$ cat src/rtl/core/x64ild_pkg.sv
// Shared types, constants and opcode classification tables for the x86-64 length decoder.
`default_nettype none

package x64ild_pkg;

    localparam int unsigned COUNT_W = 5;

    localparam logic [7:0] ESCAPE_BYTE   = 8'h0F;
    localparam logic [7:0] OPSIZE_PREFIX = 8'h66;
    localparam logic [7:0] REX_MASK      = 8'hF0;
    localparam logic [7:0] REX_BASE      = 8'h40;
    localparam int unsigned REX_W_BIT    = 3;

    typedef enum logic [1:0] {
        ST_DECODED  = 2'd0,
        ST_UNKNOWN  = 2'd1,
        ST_TOO_LONG = 2'd2
    } decode_status_t;

    typedef enum logic [2:0] {
        IMM_NONE = 3'd0,
        IMM_B    = 3'd1,
        IMM_W    = 3'd2,
        IMM_Z    = 3'd3,
        IMM_V    = 3'd4
    } imm_kind_t;

    typedef struct packed {
        logic      known;
        logic      modrm;
        logic      rel;
        logic      test6;
        logic      test7;
        imm_kind_t imm;
    } op_class_t;

    typedef struct packed {
        logic           valid;
        logic [3:0]     insn_length;
        logic           relative_operand;
        decode_status_t decode_status;
    } ild_result_t;

    function automatic logic is_legacy_prefix(input logic [7:0] b);
        logic hit;
        hit = 1'b0;
        case (b) inside
            8'h26, 8'h2E, 8'h36, 8'h3E, 8'h64, 8'h65, 8'h67,
            8'hF0, 8'hF2, 8'hF3: hit = 1'b1;
            default: hit = 1'b0;
        endcase
        return hit;
    endfunction

    function automatic op_class_t classify_primary(input logic [7:0] op);
        op_class_t c;
        c = '0;
        c.imm = IMM_NONE;
        if (op < 8'h40) begin
            if (op[2:0] <= 3'd3) begin
                c.known = 1'b1;
                c.modrm = 1'b1;
            end else if (op[2:0] == 3'd4) begin
                c.known = 1'b1;
                c.imm   = IMM_B;
            end else if (op[2:0] == 3'd5) begin
                c.known = 1'b1;
                c.imm   = IMM_Z;
            end
        end else if (op >= 8'h50 && op <= 8'h5F) begin
            c.known = 1'b1;
        end else if (op >= 8'h70 && op <= 8'h7F) begin
            c.known = 1'b1;
            c.rel   = 1'b1;
            c.imm   = IMM_B;
        end else if (op >= 8'h84 && op <= 8'h8B) begin
            c.known = 1'b1;
            c.modrm = 1'b1;
        end else if (op >= 8'h90 && op <= 8'h9F && op != 8'h9A) begin
            c.known = 1'b1;
        end else if (op >= 8'hB0 && op <= 8'hB7) begin
            c.known = 1'b1;
            c.imm   = IMM_B;
        end else if (op >= 8'hB8 && op <= 8'hBF) begin
            c.known = 1'b1;
            c.imm   = IMM_V;
        end else if (op >= 8'hD0 && op <= 8'hD3) begin
            c.known = 1'b1;
            c.modrm = 1'b1;
        end else if (op >= 8'hE0 && op <= 8'hE3) begin
            c.known = 1'b1;
            c.rel   = 1'b1;
            c.imm   = IMM_B;
        end else if (op >= 8'hF8 && op <= 8'hFD) begin
            c.known = 1'b1;
        end else begin
            case (op) inside
                8'h63, 8'h8D, 8'h8F, 8'hFE, 8'hFF:
                begin
                    c.known = 1'b1;
                    c.modrm = 1'b1;
                end
                8'h80, 8'h82, 8'h83, 8'hC0, 8'hC1, 8'hC6, 8'h6B:
                begin
                    c.known = 1'b1;
                    c.modrm = 1'b1;
                    c.imm   = IMM_B;
                end
                8'h81, 8'hC7, 8'h69:
                begin
                    c.known = 1'b1;
                    c.modrm = 1'b1;
                    c.imm   = IMM_Z;
                end
                8'hF6:
                begin
                    c.known = 1'b1;
                    c.modrm = 1'b1;
                    c.test6 = 1'b1;
                end
                8'hF7:
                begin
                    c.known = 1'b1;
                    c.modrm = 1'b1;
                    c.test7 = 1'b1;
                end
                8'hA8, 8'h6A, 8'hCD:
                begin
                    c.known = 1'b1;
                    c.imm   = IMM_B;
                end
                8'hA9, 8'h68:
                begin
                    c.known = 1'b1;
                    c.imm   = IMM_Z;
                end
                8'hEB:
                begin
                    c.known = 1'b1;
                    c.rel   = 1'b1;
                    c.imm   = IMM_B;
                end
                8'hE8, 8'hE9:
                begin
                    c.known = 1'b1;
                    c.rel   = 1'b1;
                    c.imm   = IMM_Z;
                end
                8'hC2, 8'hCA:
                begin
                    c.known = 1'b1;
                    c.imm   = IMM_W;
                end
                8'hC3, 8'hC9, 8'hCB, 8'hCC, 8'hCE, 8'hCF, 8'hF4, 8'hF5:
                begin
                    c.known = 1'b1;
                end
                default:
                begin
                    c.known = 1'b0;
                end
            endcase
        end
        return c;
    endfunction

    function automatic op_class_t classify_escape(input logic [7:0] op);
        op_class_t c;
        c = '0;
        c.imm = IMM_NONE;
        if (op[7:4] == 4'h8) begin
            c.known = 1'b1;
            c.rel   = 1'b1;
            c.imm   = IMM_Z;
        end else begin
            case (op) inside
                8'h05, 8'h31, 8'h34, 8'h35:
                begin
                    c.known = 1'b1;
                end
                8'h1F, 8'hAF, 8'hB6, 8'hB7, 8'hBE, 8'hBF:
                begin
                    c.known = 1'b1;
                    c.modrm = 1'b1;
                end
                default:
                begin
                    c.known = 1'b0;
                end
            endcase
        end
        return c;
    endfunction

endpackage

`default_nettype wire

$ cat src/rtl/core/x64ild_if.sv
// Valid/ready stream interfaces for code bytes and decode results.
`default_nettype none

interface x64ild_byte_if;
    logic       valid;
    logic       ready;
    logic [7:0] code_byte;

    modport source (output valid, output code_byte, input ready);
    modport sink (input valid, input code_byte, output ready);
endinterface

interface x64ild_result_if;
    logic       valid;
    logic       ready;
    logic [3:0] insn_length;
    logic       relative_operand;
    logic [1:0] decode_status;

    modport source (output valid, output insn_length, output relative_operand,
                    output decode_status, input ready);
    modport sink (input valid, input insn_length, input relative_operand,
                  input decode_status, output ready);
endinterface

`default_nettype wire

$ cat src/rtl/core/x64_instruction_length_decoder.sv
// Top level of the byte-serial x86-64 instruction length decoder.
// Takes one code byte per clock on byte_in and reports each instruction boundary on
// result_out: length, a flag for rel8/rel32 branches or RIP-relative addressing, and a
// status (decoded, unknown opcode, or longer than MAX_INSN_BYTES). A byte is registered
// on entry, decoded combinationally against the per-instruction state, and its result (if
// any) is then registered in the output register when the input stage advances. A result
// thus passes the input byte register and then the output register on its way to
// result_out. Throughput is one byte per clock, limited by the single decode state update
// per byte; a stalled result_out holds the input stage.
`default_nettype none

module x64_instruction_length_decoder #(
    parameter int unsigned MAX_INSN_BYTES = 15
) (
    input  wire               clk,
    input  wire               rst_n,
    x64ild_byte_if.sink       byte_in,
    x64ild_result_if.source   result_out
);

    logic                    in_valid_reg;
    logic [7:0]              byte_reg;
    logic                    out_valid_reg;
    logic [3:0]              insn_length_reg;
    logic                    relative_reg;
    logic [1:0]              status_reg;
    logic                    advance;
    x64ild_pkg::ild_result_t dec_result;

    assign advance       = in_valid_reg && (!out_valid_reg || result_out.ready);
    assign byte_in.ready = !in_valid_reg || advance;

    x64ild_decoder #(
        .MAX_INSN_BYTES (MAX_INSN_BYTES)
    ) u_decoder (
        .clk       (clk),
        .rst_n     (rst_n),
        .take      (advance),
        .code_byte (byte_reg),
        .result    (dec_result)
    );

    always_ff @(posedge clk or negedge rst_n)
    begin
        if (!rst_n) begin
            in_valid_reg  <= 1'b0;
            out_valid_reg <= 1'b0;
        end else begin
            if (byte_in.ready) begin
                in_valid_reg <= byte_in.valid;
            end
            if (advance) begin
                out_valid_reg <= dec_result.valid;
            end else if (result_out.ready) begin
                out_valid_reg <= 1'b0;
            end
        end
    end

    always_ff @(posedge clk)
    begin
        if (byte_in.ready && byte_in.valid) begin
            byte_reg <= byte_in.code_byte;
        end
        if (advance && dec_result.valid) begin
            insn_length_reg <= dec_result.insn_length;
            relative_reg    <= dec_result.relative_operand;
            status_reg      <= dec_result.decode_status;
        end
    end

    assign result_out.valid            = out_valid_reg;
    assign result_out.insn_length      = insn_length_reg;
    assign result_out.relative_operand = relative_reg;
    assign result_out.decode_status    = status_reg;

    assert property (@(posedge clk) disable iff (!rst_n)
        !out_valid_reg |-> byte_in.ready)
        else $error("input stalled with empty output register");

    assert property (@(posedge clk) disable iff (!rst_n)
        out_valid_reg && status_reg != x64ild_pkg::ST_DECODED
        |-> insn_length_reg == 4'd0 && !relative_reg)
        else $error("failed decode carries length or relative flag");

    assert property (@(posedge clk) disable iff (!rst_n)
        out_valid_reg && status_reg == x64ild_pkg::ST_DECODED |-> insn_length_reg != 4'd0)
        else $error("decoded instruction with zero length");

    assert property (@(posedge clk) disable iff (!rst_n)
        out_valid_reg |-> status_reg != 2'd3)
        else $error("undefined decode status");

endmodule

`default_nettype wire

$ cat src/rtl/core/x64ild_decoder.sv
// Per-byte decode state machine: prefixes, opcode, ModRM, SIB, displacement, immediate.
`default_nettype none

module x64ild_decoder #(
    parameter int unsigned MAX_INSN_BYTES = 15
) (
    input  wire                      clk,
    input  wire                      rst_n,
    input  wire                      take,
    input  wire  [7:0]               code_byte,
    output x64ild_pkg::ild_result_t  result
);

    typedef enum logic [2:0] {
        PH_PREFIX   = 3'd0,
        PH_OPCODE   = 3'd1,
        PH_ESCAPE   = 3'd2,
        PH_MODRM    = 3'd3,
        PH_SIB      = 3'd4,
        PH_DISP     = 3'd5,
        PH_IMM      = 3'd6,
        PH_SIB_MOD0 = 3'd7
    } phase_t;

    typedef enum logic [1:0] {
        TK_NONE = 2'd0,
        TK_F6   = 2'd1,
        TK_F7   = 2'd2
    } test_kind_t;

    phase_t     phase_reg, phase_next;
    logic       opsize_reg, opsize_next;
    logic       rexw_reg, rexw_next;
    logic [3:0] bytes_so_far_reg, bytes_so_far_next;
    logic [3:0] imm_pending_reg, imm_pending_next;
    logic [2:0] disp_pending_reg, disp_pending_next;
    logic       relative_reg, relative_next;
    test_kind_t test_kind_reg, test_kind_next;

    logic [x64ild_pkg::COUNT_W-1:0] count;
    logic [3:0]                     zsize;
    x64ild_pkg::op_class_t          cls;
    logic                           take_op;
    logic                           apply;
    logic                           chk_disp;
    logic                           done;
    logic                           unknown;
    logic                           clear;
    logic [1:0]                     mod_f;
    logic [2:0]                     rm_f;
    logic [2:0]                     reg_f;

    assign count = {1'b0, bytes_so_far_reg} + x64ild_pkg::COUNT_W'(1);
    assign zsize = opsize_reg ? 4'd2 : 4'd4;
    assign mod_f = code_byte[7:6];
    assign rm_f  = code_byte[2:0];
    assign reg_f = code_byte[5:3];

    always_comb
    begin
        phase_next        = phase_reg;
        opsize_next       = opsize_reg;
        rexw_next         = rexw_reg;
        bytes_so_far_next = bytes_so_far_reg;
        imm_pending_next  = imm_pending_reg;
        disp_pending_next = disp_pending_reg;
        relative_next     = relative_reg;
        test_kind_next    = test_kind_reg;
        cls               = '0;
        take_op           = 1'b0;
        apply             = 1'b0;
        chk_disp          = 1'b0;
        done              = 1'b0;
        unknown           = 1'b0;
        clear             = 1'b0;
        result            = '0;
        result.decode_status = x64ild_pkg::ST_DECODED;

        unique case (phase_reg)
            PH_PREFIX:
            begin
                if (x64ild_pkg::is_legacy_prefix(code_byte)) begin
                    opsize_next = opsize_reg;
                end else if (code_byte == x64ild_pkg::OPSIZE_PREFIX) begin
                    opsize_next = 1'b1;
                end else if ((code_byte & x64ild_pkg::REX_MASK) == x64ild_pkg::REX_BASE)
                begin
                    rexw_next  = code_byte[x64ild_pkg::REX_W_BIT];
                    phase_next = PH_OPCODE;
                end else begin
                    take_op = 1'b1;
                end
            end
            PH_OPCODE:
            begin
                take_op = 1'b1;
            end
            PH_ESCAPE:
            begin
                cls   = x64ild_pkg::classify_escape(code_byte);
                apply = 1'b1;
            end
            PH_MODRM:
            begin
                chk_disp = 1'b1;
                if (test_kind_reg != TK_NONE && reg_f <= 3'd1) begin
                    imm_pending_next = (test_kind_reg == TK_F6) ? 4'd1 : zsize;
                end
                if (mod_f != 2'd3) begin
                    if (mod_f == 2'd0 && rm_f == 3'd5) begin
                        relative_next     = 1'b1;
                        disp_pending_next = 3'd4;
                    end else if (rm_f == 3'd4) begin
                        chk_disp = 1'b0;
                        if (mod_f == 2'd0) begin
                            phase_next = PH_SIB_MOD0;
                        end else begin
                            disp_pending_next = (mod_f == 2'd1) ? 3'd1 : 3'd4;
                            phase_next        = PH_SIB;
                        end
                    end else if (mod_f == 2'd1) begin
                        disp_pending_next = 3'd1;
                    end else if (mod_f == 2'd2) begin
                        disp_pending_next = 3'd4;
                    end
                end
            end
            PH_SIB:
            begin
                chk_disp = 1'b1;
            end
            PH_SIB_MOD0:
            begin
                if (rm_f == 3'd5) begin
                    disp_pending_next = 3'd4;
                end
                chk_disp = 1'b1;
            end
            PH_DISP:
            begin
                disp_pending_next = disp_pending_reg - 3'd1;
                chk_disp          = 1'b1;
            end
            PH_IMM:
            begin
                imm_pending_next = imm_pending_reg - 4'd1;
                done             = (imm_pending_next == 4'd0);
            end
            default:
            begin
                phase_next = PH_PREFIX;
            end
        endcase

        if (take_op) begin
            if (code_byte == x64ild_pkg::ESCAPE_BYTE) begin
                phase_next = PH_ESCAPE;
            end else begin
                cls   = x64ild_pkg::classify_primary(code_byte);
                apply = 1'b1;
            end
        end

        if (apply) begin
            if (!cls.known) begin
                unknown = 1'b1;
            end else begin
                if (cls.rel) begin
                    relative_next = 1'b1;
                end
                case (cls.imm)
                    x64ild_pkg::IMM_B: imm_pending_next = 4'd1;
                    x64ild_pkg::IMM_W: imm_pending_next = 4'd2;
                    x64ild_pkg::IMM_Z: imm_pending_next = zsize;
                    x64ild_pkg::IMM_V: imm_pending_next = rexw_reg ? 4'd8 : zsize;
                    default:           imm_pending_next = imm_pending_reg;
                endcase
                if (cls.test6) begin
                    test_kind_next = TK_F6;
                end
                if (cls.test7) begin
                    test_kind_next = TK_F7;
                end
                if (cls.modrm) begin
                    phase_next = PH_MODRM;
                end else begin
                    chk_disp = 1'b1;
                end
            end
        end

        if (chk_disp) begin
            if (disp_pending_next != 3'd0) begin
                phase_next = PH_DISP;
            end else if (imm_pending_next != 4'd0) begin
                phase_next = PH_IMM;
            end else begin
                done = 1'b1;
            end
        end

        if (unknown) begin
            result.valid         = take;
            result.decode_status = x64ild_pkg::ST_UNKNOWN;
            clear                = 1'b1;
        end else if (done) begin
            result.valid            = take;
            result.insn_length      = (count > x64ild_pkg::COUNT_W'(15)) ? 4'd15 : count[3:0];
            result.relative_operand = relative_next;
            clear                   = 1'b1;
        end else if (count >= x64ild_pkg::COUNT_W'(MAX_INSN_BYTES)) begin
            result.valid         = take;
            result.decode_status = x64ild_pkg::ST_TOO_LONG;
            clear                = 1'b1;
        end else begin
            bytes_so_far_next = count[3:0];
        end

        if (clear) begin
            phase_next        = PH_PREFIX;
            opsize_next       = 1'b0;
            rexw_next         = 1'b0;
            bytes_so_far_next = 4'd0;
            imm_pending_next  = 4'd0;
            disp_pending_next = 3'd0;
            relative_next     = 1'b0;
            test_kind_next    = TK_NONE;
        end
    end

    always_ff @(posedge clk or negedge rst_n)
    begin
        if (!rst_n) begin
            phase_reg        <= PH_PREFIX;
            opsize_reg       <= 1'b0;
            rexw_reg         <= 1'b0;
            bytes_so_far_reg <= 4'd0;
            imm_pending_reg  <= 4'd0;
            disp_pending_reg <= 3'd0;
            relative_reg     <= 1'b0;
            test_kind_reg    <= TK_NONE;
        end else if (take) begin
            phase_reg        <= phase_next;
            opsize_reg       <= opsize_next;
            rexw_reg         <= rexw_next;
            bytes_so_far_reg <= bytes_so_far_next;
            imm_pending_reg  <= imm_pending_next;
            disp_pending_reg <= disp_pending_next;
            relative_reg     <= relative_next;
            test_kind_reg    <= test_kind_next;
        end
    end

    assert property (@(posedge clk) disable iff (!rst_n)
        result.valid |=> bytes_so_far_reg == 4'd0 && phase_reg == PH_PREFIX)
        else $error("decoder state not cleared after result");

    assert property (@(posedge clk) disable iff (!rst_n)
        {1'b0, bytes_so_far_reg} < x64ild_pkg::COUNT_W'(MAX_INSN_BYTES))
        else $error("byte count reached length bound");

endmodule

`default_nettype wire
$ cat src/flat_wrapper.sv
// flat-port wrapper written by rule: the top's interface ports become plain ports
module x64_instruction_length_decoder_flat 
#(
    parameter int unsigned MAX_INSN_BYTES = 15
)
  (clk, rst_n, byte_in_valid, byte_in_code_byte, byte_in_ready, result_out_valid, result_out_insn_length, result_out_relative_operand, result_out_decode_status, result_out_ready);
  x64ild_byte_if byte_in_i ();
  x64ild_result_if result_out_i ();
  input  wire clk;
  input  wire rst_n;
  input wire logic [$bits(byte_in_i.valid)-1:0] byte_in_valid;
  input wire logic [$bits(byte_in_i.code_byte)-1:0] byte_in_code_byte;
  output wire logic [$bits(byte_in_i.ready)-1:0] byte_in_ready;
  output wire logic [$bits(result_out_i.valid)-1:0] result_out_valid;
  output wire logic [$bits(result_out_i.insn_length)-1:0] result_out_insn_length;
  output wire logic [$bits(result_out_i.relative_operand)-1:0] result_out_relative_operand;
  output wire logic [$bits(result_out_i.decode_status)-1:0] result_out_decode_status;
  input wire logic [$bits(result_out_i.ready)-1:0] result_out_ready;
  assign byte_in_i.valid = byte_in_valid;
  assign byte_in_i.code_byte = byte_in_code_byte;
  assign byte_in_ready = byte_in_i.ready;
  assign result_out_valid = result_out_i.valid;
  assign result_out_insn_length = result_out_i.insn_length;
  assign result_out_relative_operand = result_out_i.relative_operand;
  assign result_out_decode_status = result_out_i.decode_status;
  assign result_out_i.ready = result_out_ready;
  x64_instruction_length_decoder #(.MAX_INSN_BYTES(MAX_INSN_BYTES)) u_core (.clk(clk), .rst_n(rst_n), .byte_in(byte_in_i), .result_out(result_out_i));
endmodule
$ cat config.mk
export PLATFORM = sky130hd
export DESIGN_NAME = x64_instruction_length_decoder_flat
export DESIGN_NICKNAME = d
export VERILOG_FILES = /design/src/rtl/core/x64ild_pkg.sv /design/src/rtl/core/x64ild_if.sv /design/src/rtl/core/x64_instruction_length_decoder.sv /design/src/rtl/core/x64ild_decoder.sv /design/src/flat_wrapper.sv
export SDC_FILE = /design/constraint.sdc
export NUM_CORES = 1
export LEC_CHECK = 0
export ABC_AREA = 1
export BUFFER_PORTS_ARGS = -buffer_cell sky130_fd_sc_hd__buf_2
export CELL_PAD_IN_SITES_DETAIL_PLACEMENT = 0
export CELL_PAD_IN_SITES_GLOBAL_PLACEMENT = 1
export CORE_MARGIN = 3
export CORE_UTILIZATION = 44
export DETAILED_ROUTE_END_ITERATION = 6
export MAX_ROUTING_LAYER = met4
export PLACE_DENSITY = 0.89
export SLEW_MARGIN = 20
export SYNTH_ARGS = -nofsm -noshare
export SYNTH_HDL_FRONTEND = slang
export SYNTH_HIERARCHICAL = 1
export SYNTH_SLANG_ARGS = --single-unit
$ cat constraint.sdc
create_clock -name clk -period 3.3 [get_ports clk]
set_input_delay 0.66 -clock clk [delete_from_list [all_inputs] [get_ports clk]]
set_output_delay 0.66 -clock clk [all_outputs]
set_load 0.05 [all_outputs]
; ---- Word-level counts from Yosys, hierarchy flattened
; Index checks and enable logic that the tools add are counted.
[totals]
ff_bits = 36
output_inout_bits = 9
wordCells = 386
[op_classes]
addsub = 3
n_lt_le_gt_ge = 23
n_eq_ne = 82
muxes = 212
n_bitwise = 1
reduce_logical = 50
[ops]
columns = cell, n
row1 = 8-bit == test (second input constant), 38
row2 = 1-bit 2-to-1 mux, 99
row3 = 7-bit 2-to-1 mux, 14
row4 = 3-bit 2-to-1 mux, 32
row5 = 8-bit by 7-bit == test with 1-bit output (second input constant), 9
row6 = 2-bit 2-to-1 mux, 35
row7 = 6-bit 2-to-1 mux, 11
row8 = 8-bit by 6-bit == test with 1-bit output (second input constant), 7
row9 = 8-bit >= comparator (second input constant), 7
row10 = 8-bit <= comparator (second input constant), 7
row11 = 4-bit 2-to-1 mux, 12
row12 = 8-bit 2-to-1 mux, 3
row13 = 3-bit == test (second input constant), 7
row14 = 8-bit by 7-bit >= comparator with 1-bit output (second input constant), 2
row15 = 8-bit by 7-bit <= comparator with 1-bit output (second input constant), 2
row16 = 4-bit one-hot mux with 4 select lines, 1
row17 = 1-bit logical AND, 15
row18 = 2-bit nonzero test, 7
row19 = 3-bit by 2-bit == test with 1-bit output (second input constant), 4
row20 = 4-bit AND reduction, 3
row21 = 10-bit OR reduction, 1
row22 = 2-bit OR reduction, 5
row23 = 3-bit one-hot mux with 3 select lines, 1
row24 = 3-bit OR reduction, 3
row25 = 36 further kinds, 46

; ---- Depth between registers and ports, before layout
; Gate-level depths: netlist (run 1).
[logic_depth]
depth_word = 56
mapped_depth = 26

; ---- Modules after synthesis
; The synthesis (run 1) kept the hierarchy.
[modules_own_cells]
columns = module, instances, cells_per_inst, area_each_um2
row1 = x64ild_decoder, 1, 417, 2448.6
row2 = x64_instruction_length_decoder, 1, 30, 556.8

; ---- Least setup slack after synthesis (run 1)
; Ideal clock, no wire load.
[synth_timing]
path_kind = reg-to-reg
from = reg u_core.byte_reg[6]
to = reg u_core.status_reg[0], in the netlist u_core/result_out.decode_status[0], enable pin
setup_time_ns = 0.360
t_arrival_ns = 2.612
path_slack_ns = 0.328
path_stages_with_launch = 24
period_less_slack_ns = 2.972
cell_sequence = edfxtp_1 -> nand2_2 -> nor2_4 -> nand3_1 -> nand2_1 -> nor2_1 -> nand3_2 -> nand2_4 -> nand2_4 -> a21oi_2 -> nand2_2 -> nand2_4 -> nand2_1 -> inv_1 -> nand2_1 -> nand2_1 -> nand2_1 -> nor2_2 -> nand3_2 -> nand4_4 -> nand2_1 -> inv_1 -> inv_1 -> nor2_1
[synth_lines]
columns = element, line
row1 = start: declaration, x64_instruction_length_decoder.sv:22  ; logic [7:0] byte_reg;
row2 = start signal: assignment, x64_instruction_length_decoder.sv:63  ; byte_reg <= byte_in.code_byte;
row3 = end signal: assignment, x64_instruction_length_decoder.sv:68  ; status_reg <= dec_result.decode_status;
row4 = end: declaration, x64_instruction_length_decoder.sv:26  ; logic [1:0] status_reg;

; ---- Final worst setup path (run 1)
[layout_timing]
from = reg u_core.byte_reg[6]
to = reg u_core.u_decoder.phase_reg[0]
[layout_via]
elab_chain_len = 55
word_cells_on_any_way = 248
classes_between = order compare: 19 / eq/ne: 67 / mux: 137 / reduce/logical: 25
[layout_lines]
columns = element, line
row1 = 8-bit == test, x64ild_decoder.sv:159  ; cls = x64ild_pkg::classify_primary(code_byte);
row2 = 2-bit OR reduction, x64ild_pkg.sv:97  ; case (op) inside
row3 = 2-bit 2-to-1 mux (10 in a row), x64ild_pkg.sv:97
row4 = 7-bit 2-to-1 mux, x64ild_pkg.sv:94  ; end else if (op >= 8'hF8 && op <= 8'hFD) begin
row5 = 7-bit 2-to-1 mux, x64ild_pkg.sv:90  ; end else if (op >= 8'hE0 && op <= 8'hE3) begin
row6 = 7-bit 2-to-1 mux, x64ild_pkg.sv:87  ; end else if (op >= 8'hD0 && op <= 8'hD3) begin
row7 = 7-bit 2-to-1 mux, x64ild_pkg.sv:84  ; end else if (op >= 8'hB8 && op <= 8'hBF) begin
row8 = 7-bit 2-to-1 mux, x64ild_pkg.sv:81  ; end else if (op >= 8'hB0 && op <= 8'hB7) begin
row9 = (+30 left out), --
row10 = 4-bit 2-to-1 mux, x64ild_decoder.sv:164  ; if (apply) begin
row11 = 4-bit nonzero test, x64ild_decoder.sv:195  ; end else if (imm_pending_next != 4'd0) begin
row12 = 1-bit 2-to-1 mux, x64ild_decoder.sv:195
row13 = 1-bit 2-to-1 mux, x64ild_decoder.sv:193  ; if (disp_pending_next != 3'd0) begin
row14 = 1-bit 2-to-1 mux, x64ild_decoder.sv:192  ; if (chk_disp) begin
row15 = 1-bit 2-to-1 mux, x64ild_decoder.sv:206  ; end else if (done) begin
row16 = 1-bit 2-to-1 mux, x64ild_decoder.sv:202  ; if (unknown) begin
row17 = 3-bit 2-to-1 mux (*), x64ild_decoder.sv:219  ; if (clear) begin
row18 = end signal: assignment, x64ild_decoder.sv:243  ; phase_reg <= phase_next;
row19 = end: declaration, x64ild_decoder.sv:31  ; phase_t phase_reg, phase_next;
; Every way passes the cells marked *; elsewhere a longest branch is shown, timed or not. The select of a mux whose other input is x is not followed.
; A chain may end at the register's enable or synchronous reset.

==> run summary, run 1 <==
Setup CP Type = flop to flop
Reg-to-reg slack, setup = 0.17 ns
Placed cells = 544
Mapped Area = 3010 sq um
DR iter-0 viols = 336
Number of iterations in the first detailed-routing pass = 7
Largest net degree at the start of global routing = 22
Max_cap viols = 0
Reg clk slew, reported paths = 0.08 ns
Crit path launch = u_core/byte_reg[6]
Layout area overhead = 24.0%
HP Class = input port to async pin
Worst skew pair latency = 0.28 ns
Seq/Total Area, Yosys = 32.5%
Maximum buffer depth of the clock tree = 2
Global route overflow = 0
Core box area = 6490 sq um
Final Slew Violations = 0
Setup Slack @ Placement = 0.0901 ns
Reg2Reg Depth = 23
Die Y = 88.6 um
Critical path capture point type = flop
Setup Viol. Count Final = 0
DRC viols = 0
GR peak layer = met2
Met2 global-route usage = 36.4%
Commonest cells post-synth = nand2_1 (88), nor2_1 (64), inv_1 (58), nand3_1 (52), o21ai_0 (27)
Area leader, netlist = dfrtp_1
Worst path cell trace = buf_6 > nor2_4 > nand2_2 > inv_4 > nand3_2 > nand2_2 > nor2_2 > nand3_2 > nand2_4 > buf_4 > nand2_4 > nand2_2 > nand3_2 > nand2_1 > nor2_2 > nor2_2 > nor2_2 > nand3_2 > nand4_4 > buf_4 > inv_2 > nand3_1 > o21ai_0
Post-synth EDFFs = 15
Critical Path AT = 3.26 ns
Routed WL per cell = 15.5 um
Utilization after layout = 57.4%
Syn nets = 464
DRT Wirelength = 9010 um
Remaining antenna violation count = 0
Slowest cell on crit path = edfxtp_1
Tot GR Track Use = 23.6%
H-Tree Depth = 2
R2R Path End = u_core/u_decoder/phase_reg[0]
Worst EP required = 3.43 ns
Final Skew = 0.00927 ns
CTS tree = done
FMAX = 319 MHz
Die ar. = 7860 sq um
Crit start category = flop
DP HPWL = 6800 um
Worst slew pin tran = 0.510 ns
Slew Limit Headroom = 65.9%
Outcome = finished clean
GP Congestion = 1.01
Synth top area cells = dfrtp_1 (17%), edfxtp_1 (15%), nand2_1 (11%)
Top_reg_cell synth = dfrtp_1
Final net count = 520
Flops & latches, synth = 36
Vias in the first global route = 2,954
Top Family by Delay on Critical Path = simple AND/OR/NAND/NOR gates
Cells after Synth = 447
Clock sinks = 36
Initial antenna violation count = 0
Yosys warnings = 6
Worst setup margin = 0.168 ns
Min Tclk post-route = 3.13 ns
PD cells = 692 nW/um^2
Via Count = 3,305
Final Hold Fails = 0
Leak Pwr = 1.84 nW
Mapped Avg Cell Area = 6.72 sq um
Initial core utilization = 46.3%
IO Count = 21
Final period utilization = 94.9%
Post-synth cell types = 42
Critical Path Stages = 23
Post-synth top area share = 17.5%
Row count = 29
CP peak stage delay = 0.56 ns
Count leader, synth = nand2_1
Async set-reset flop share out of synthesis = 58.3%
Largest register FFs = 8
Critical Path Fanout Max = 11
Diode count = 0
Worst Setup EP = u_core/u_decoder/phase_reg[0]
RSZ-0062 raised after global routing = true
Die width = 88.6 um
Crit path buf inv count = 5
CTS root buffer = clkbuf_8
IO buf count = 20
Met1 usage = 31.5%
DR vias/cell = 5.69
Final std cells w/o fill = 581
Maximum vdd drop = 0.000547 V
First-pass GRT wire length = 14,000 um
# fillers = 617
FF-to-FF Start = u_core/byte_reg[6]
Share of post-route cells with drive strength above 1 = 28.2%
Met3 usage = 3.72%
CTS Buf Count = 5
final cells by class:
| class | instances | area, sq um | share of cell area [%] |
|---|---|---|---|
| clock buffer | 7 | 86.3 | 2.32 |
| inverter | 71 | 272 | 7.28 |
| sequential | 36 | 976 | 26.2 |
| clock inverter | 1 | 7.51 | 0.201 |
| timing repair buffer | 58 | 405 | 10.9 |
| multi-input combinational | 331 | 1880 | 50.6 |
| tap | 77 | 96.3 | 2.58 |
how the worst min path moves through the flow:
stage | start | endpoint | cells after the start
4_1_cts | rst_n | u_core/u_decoder/imm_pending_reg[0] | 1
3_5_place_dp | u_core/u_decoder/bytes_so_far_reg[3] | u_core/u_decoder/bytes_so_far_reg[3] | 2
3_3_place_gp | u_core/u_decoder/bytes_so_far_reg[3] | u_core/u_decoder/bytes_so_far_reg[3] | 2
5_1_grt | rst_n | u_core/u_decoder/imm_pending_reg[2] | 1
2_1_floorplan | rst_n | u_core/in_valid_reg | 0
6_report | rst_n | u_core/u_decoder/relative_reg | 1
stage by stage:
stage	TNS, ns	power (W)	hold slack, ns	cell area [sq um]
CTS	0	0.00240	0.337	3310
global route	-0.832	0.00280	0.348	3730
floorplan	0	0.00174	0.364	3010
global placement	0	0.00206	0.520	3220
detailed placement	0	0.00207	0.529	3220
finish	0	0.00258	0.320	3730
report_power, final:
part / internal [W] / switching, W
clock: 0.000170 / 0.000156
combinational: 0.000560 / 0.00102
sequential: 0.000584 / 0.0000902
total: 0.00131 / 0.00127
metal layers:
| layer | vias to the layer above | part of all wire, % |
|---|---|---|
| met5 | - | 0 |
| li1 | 1588 | - |
| met3 | 26 | 7.1 |
| met4 | 0 | 2.5 |
| met1 | 1536 | 44 |
| met2 | 155 | 46 |
cells in the final DEF, fill, tap and decap left out, types with 8 or more instances in the layout:
| cell | instances |
|---|---|
| a21oi_1 | 14 |
| buf_2 | 20 |
| buf_4 | 33 |
| dfrtp_1 | 21 |
| edfxtp_1 | 15 |
| inv_1 | 54 |
| inv_2 | 15 |
| nand2_1 | 77 |
| nand2_2 | 11 |
| nand2_4 | 10 |
| nand3_1 | 46 |
| nand3_2 | 8 |
| nand4_1 | 9 |
| nor2_1 | 54 |
| nor2_2 | 14 |
| o21ai_0 | 27 |
cells by family after synthesis:
logic type | after synthesis | share of synthesized area, %
buffers and inverters | 80 | 10.7
DFF | 36 | 32.5
AOI/OAI and AO/OA | 72 | 14.8
xor gates and xnor gates | 5 | 1.46
and+or+nand+nor | 249 | 38.5
adders and majority gates | 5 | 2.08
repair_timing:
action                     4_1_cts  5_1_grt
setup buffers                    0       29
resized for setup                0       53
setup endpoints to repair        0       24
hold buffers                     0        0
(Power assumes the default switching activity.)
==> run 2: changes to the inputs <==
- clock period: 3.3 -> 3.5 ns (I/O delays scaled with it)
==> run 2 against run 1 <==
Net effect:
- first-iteration DRC count fell by 0.89%
- register-to-register slack improved by 0.06 ns
- final cell count fell by 4.8%
- wire length down 4.8%
- clock power grew 5%
- core utilization down 6.0 points
- hold slack better by 0.034 ns
- critical endpoint is now u_core/result_out.insn_length[3]
- largest cell class unchanged
==> run summary, run 2 (synthesized netlist as in run 1, its figures left out) <==
Outcome = finished clean
Reg clk slew, reported paths = 0.08 ns
Diode count = 0
Sw power = 0.00113 W
Slew Limit Headroom = 65.8%
Final net count = 492
Setup Viol. Count Final = 0
Global route overflow = 0
Commonest non-fill, non-tap cell in the layout = nand2_1
DRT Wirelength = 8580 um
DP HPWL = 6820 um
Finished Cell Area = 3340 sq um
DR vias/cell = 5.69
Worst slew pin tran = 0.510 ns
Tot GR Track Use = 23.9%
Clock sinks = 36
Setup CP Type = flop to flop
Max_cap viols = 0
GP Congestion = 0.996
Die ar. = 7860 sq um
Number of iterations in the first detailed-routing pass = 5
Clock share of power = 15.1%
Final period utilization = 93.5%
Initial core utilization = 46.3%
Die width = 88.6 um
Maximum buffer depth of the clock tree = 2
Vias in the first global route = 2,902
RSZ-0062 raised after global routing = false
Critical Path AT = 3.27 ns
Remaining antenna violation count = 0
Critical Path Fanout Max = 7
Final Slew Violations = 0
Die Y = 88.6 um
Maximum vdd drop = 0.000400 V
Leak Pwr = 1.62 nW
Logic pwr share = 56.9%
Final Hold Fails = 0
Worst EP required = 3.50 ns
CTS root buffer = clkbuf_8
Layout area overhead = 11.0%
Largest net degree at the start of global routing = 27
Worst skew pair latency = 0.30 ns
Min Tclk post-route = 3.27 ns
Sequential Power Share = 28.1%
Largest register FFs = 8
Most frequent cells in the layout = nand2_1 (88), nor2_1 (64), inv_1 (58)
HP Class = input port to async pin
IO buf count = 20
First-pass GRT wire length = 14,000 um
Core box area = 6490 sq um
Final Skew = 0.0124 ns
DRC viols = 0
Initial antenna violation count = 0
Pint = 0.00114 W
CTS tree = done
CTS Buf Count = 5
Switching Fraction = 49.7%
H-Tree Depth = 2
DR iter-0 viols = 333
Share of post-route cells with drive strength above 1 = 17.4%
FMAX = 306 MHz
Sum of negative setup slack = 0 ns
Critical path capture point type = flop
Routed WL per cell = 15.5 um
Crit start category = flop
IO Count = 21
PD cells = 681 nW/um^2
Via Count = 3,149
Utilization after layout = 51.4%
Post-DP Area = 3200 sq um
Row count = 29
## run 2: metrics by stage
step / instances / power, W / worst slack (ns) / hold slack, ns
after global routing: 553 / 0.00247 / 0.00370 / 0.383
final: 553 / 0.00227 / 0.228 / 0.355
after global placement: 542 / 0.00192 / 0.265 / 0.513
after floorplan: 447 / 0.00164 / 0.528 / 0.404
after CTS: 550 / 0.00226 / 0.222 / 0.358
after detailed placement: 542 / 0.00191 / 0.235 / 0.524
## run 2: path summary, 6_finish.rpt
check,end,slack [ns],startpoint,cells after the start
max,u_core/result_out.insn_length[3],0.23,u_core/byte_reg[6],20
min in group clk,u_core/u_decoder/test_kind_reg[1],0.54,u_core/u_decoder/test_kind_reg[1],2
max reg2reg,u_core/result_out.insn_length[3],0.23,u_core/byte_reg[6],20
min reg2reg,u_core/u_decoder/test_kind_reg[1],0.54,u_core/u_decoder/test_kind_reg[1],2
max in group asynchronous,u_core/u_decoder/disp_pending_reg[2],2.79,rst_n,1
min,u_core/u_decoder/imm_pending_reg[1],0.35,rst_n,1
## run 2: worst max-delay path, cell delays in order (launching register included)
cell	delay [ns]
edfxtp_1	0.52
inv_2	0.12
nor2_2	0.05
nand2_1	0.20
nor2_1	0.07
nor2_1	0.13
inv_1	0.07
nor3_1	0.15
nand2_1	0.13
a21oi_4	0.22
inv_2	0.07
nand3_1	0.09
nand3_1	0.10
o21ai_1	0.28
nand3_2	0.20
nand4_4	0.11
nand2_1	0.06
inv_1	0.09
inv_1	0.06
nor2_1	0.10
buf_4	0.17
## run 2: final cells by class
type | instances | area [sq um]
Sequential cell | 36 | 976
Clock inverter | 2 | 12.5
Clock buffer | 6 | 93.8
Tap cell | 77 | 96.3
Fill cell | 655 | 3160
Multi-Input combinational cell | 331 | 1710
Timing Repair Buffer | 30 | 175
Inverter | 71 | 269
## run 2: power groups by stage
stage / Clock, W / Sequential, W / Combinational, W
6_report: 0.000342 / 0.000637 / 0.00129
5_1_grt: 0.000370 / 0.000651 / 0.00145
4_1_cts: 0.000349 / 0.000637 / 0.00127
3_5_place_dp: 0 / 0.000646 / 0.00127
3_3_place_gp: 0 / 0.000645 / 0.00127
2_1_floorplan: 0 / 0.000694 / 0.000951
## run 2: what timing repair did
| item | in CTS | in global routing |
|---|---|---|
| hold buffers | 0 | 0 |
| gates resized for setup | 0 | 1 |
| setup buffers | 0 | 3 |
| endpoints found under the setup margin | 0 | 7 |
## run 2: routing by layer
| metal | part of all wire, % | track usage (%) | routed length, um |
|---|---|---|---|
| met5 | 0 | - | 0 |
| met4 | 1.7 | 7.97 | 142 |
| met3 | 6.5 | 3.91 | 558 |
| met2 | 44 | 33.7 | 3790 |
| met1 | 48 | 34.6 | 4090 |
==> run 3: changes to the inputs <==
- RECOVER_POWER: unset -> 25
==> run 3 against run 2 <==
Net effect:
- critical path type unchanged
- die area unchanged
- via count about the same
- critical path depth unchanged
- global-route usage unchanged
- clock power about the same
- hold slack better by 0.19 ns
- flip-flop and latch count unchanged
- total power about the same
- clock-buffer cell count unchanged
==> run summary, run 3 (synthesized netlist as in run 1, its figures left out) <==
First-pass GRT wire length = 14,000 um
GP Congestion = 0.996
Critical Path Fanout Max = 7
CTS root buffer = clkbuf_8
Worst skew pair latency = 0.30 ns
Number of iterations in the first detailed-routing pass = 5
Global route overflow = 0
Maximum vdd drop = 0.000400 V
Maximum buffer depth of the clock tree = 2
Commonest non-fill, non-tap cell in the layout = nand2_1
Share of post-route cells with drive strength above 1 = 17.2%
Leak Pwr = 1.62 nW
CTS Buf Count = 5
Diode count = 0
# fillers = 656
RSZ-0062 raised after global routing = false
HP Class = flop to flop
PD cells = 681 nW/um^2
Largest register FFs = 8
IO buf count = 20
Final Hold Fails = 0
Die ar. = 7860 sq um
H-Tree Depth = 2
Final Skew = 0.0124 ns
Die width = 88.6 um
Final net count = 492
Worst path cell trace = inv_2 > nor2_2 > nand2_1 > nor2_1 > nor2_1 > inv_1 > nor3_1 > nand2_1 > a21oi_4 > inv_2 > nand3_1 > nand3_1 > o21ai_1 > nand3_2 > nand4_4 > nand2_1 > inv_1 > inv_1 > nor2_1 > buf_4
Top Family by Delay on Critical Path = simple AND/OR/NAND/NOR gates
Tot GR Track Use = 23.9%
Min Tclk post-route = 3.27 ns
Most frequent cells in the layout = nand2_1 (88), nor2_1 (64), inv_1 (58)
FF/Latch Area = 976 sq um
Hold buffer count at cts = 0
Reg-to-reg slack, setup = 0.23 ns
Critical path capture point type = flop
Slew Limit Headroom = 20.4%
DP HPWL = 6820 um
DRC viols = 0
Reg clk slew, reported paths = 0.08 ns
CTS tree = done
Critical Path AT = 3.27 ns
Worst slew pin tran = 1.19 ns
Area of the multi-input gates = 1710 sq um
Final period utilization = 93.5%
Die Y = 88.6 um
Via Count = 3,150
Max_cap viols = 0
DR vias/cell = 5.70
Sum of negative setup slack = 0 ns
Layout area overhead = 11.0%
Critical Path Stages = 20
Slowest cell on crit path = edfxtp_1
Reg2Reg Depth = 20
Routed WL per cell = 15.5 um
Clock sinks = 36
Final Slew Violations = 0
Crit start category = flop
Largest net degree at the start of global routing = 27
Outcome = finished clean
Initial antenna violation count = 0
Initial core utilization = 46.3%
FMAX = 306 MHz
Hold depth = 2
CP peak stage delay = 0.52 ns
IO Count = 21
Setup CP Type = flop to flop
DR iter-0 viols = 333
Setup Viol. Count Final = 0
DRT Wirelength = 8580 um
Row count = 29
Vias in the first global route = 2,902
Remaining antenna violation count = 0
Worst EP required = 3.50 ns
Core box area = 6490 sq um
Total power = 0.00227 W
Crit path buf inv count = 6
==> run 3: cell types whose count changed in the layout (fill, tap and decap cells not counted) <==
cell      before  now
clkbuf_1       0    1
buf_2         20   19
==> run 3: path summary, 6_finish.rpt <==
check                                                  start                              endpoint
setup / recovery                          u_core/byte_reg[6]      u_core/result_out.insn_length[3]
hold / removal             u_core/u_decoder/test_kind_reg[1]     u_core/u_decoder/test_kind_reg[1]
setup reg to reg                          u_core/byte_reg[6]      u_core/result_out.insn_length[3]
hold reg to reg            u_core/u_decoder/test_kind_reg[1]     u_core/u_decoder/test_kind_reg[1]
max in group asynchronous                              rst_n  u_core/u_decoder/disp_pending_reg[2]
min in group asynchronous                              rst_n   u_core/u_decoder/imm_pending_reg[1]
==> run 3: final cells by class <==
class / instances / share of cell area (%)
multi-input cells: 331 / 51.4
well taps: 77 / 2.89
repair buffers: 30 / 5.21
inverters: 71 / 8.06
clock buffers: 6 / 2.81
flip-flops and latches: 36 / 29.3
clock inverters: 2 / 0.375
==> run 3: repair_timing <==
action / 4_1_cts / 5_1_grt
setup endpoints to repair: 0 / 7
resized for setup: 0 / 1
setup buffers: 0 / 3
==> run 3: per-layer routing <==
layer  vias up  wire [um]  global-route usage, %
met5         -          0                      -
met4         0        142                   7.97
met3        15        561                   3.91
met2       129       3790                   33.7
met1      1471       4090                   34.6
li1       1535          -                      -
==> run 3: through the flow <==
stage	std cells	worst slack (ns)	hold slack [ns]	util (%)	instance area [sq um]
after detailed placement	542	0.235	0.524	49.3	3200
after CTS	550	0.222	0.358	51.0	3310
after floorplan	447	0.528	0.404	-	3010
final	553	0.228	0.540	51.4	3340
after global routing	553	0.00370	0.569	51.4	3340
after global placement	542	0.265	0.513	49.3	3200
==> run 3: report_power, final <==
part / total [W] / switching [W] / internal [W] / leakage (nW)
Clock: 0.000342 / 0.000160 / 0.000182 / 0.0523
Combinational: 0.00129 / 0.000882 / 0.000409 / 1.14
Sequential: 0.000637 / 0.0000864 / 0.000551 / 0.425
Total: 0.00227 / 0.00113 / 0.00114 / 1.62
==> run 3: worst register-to-register path: stages, from the launching register on <==
cell	delay, ns
edfxtp_1	0.52
inv_2	0.12
nor2_2	0.05
nand2_1	0.20
nor2_1	0.07
nor2_1	0.13
inv_1	0.07
nor3_1	0.15
nand2_1	0.13
a21oi_4	0.22
inv_2	0.07
nand3_1	0.09
nand3_1	0.10
o21ai_1	0.28
nand3_2	0.20
nand4_4	0.11
nand2_1	0.06
inv_1	0.09
inv_1	0.06
nor2_1	0.10
buf_4	0.17
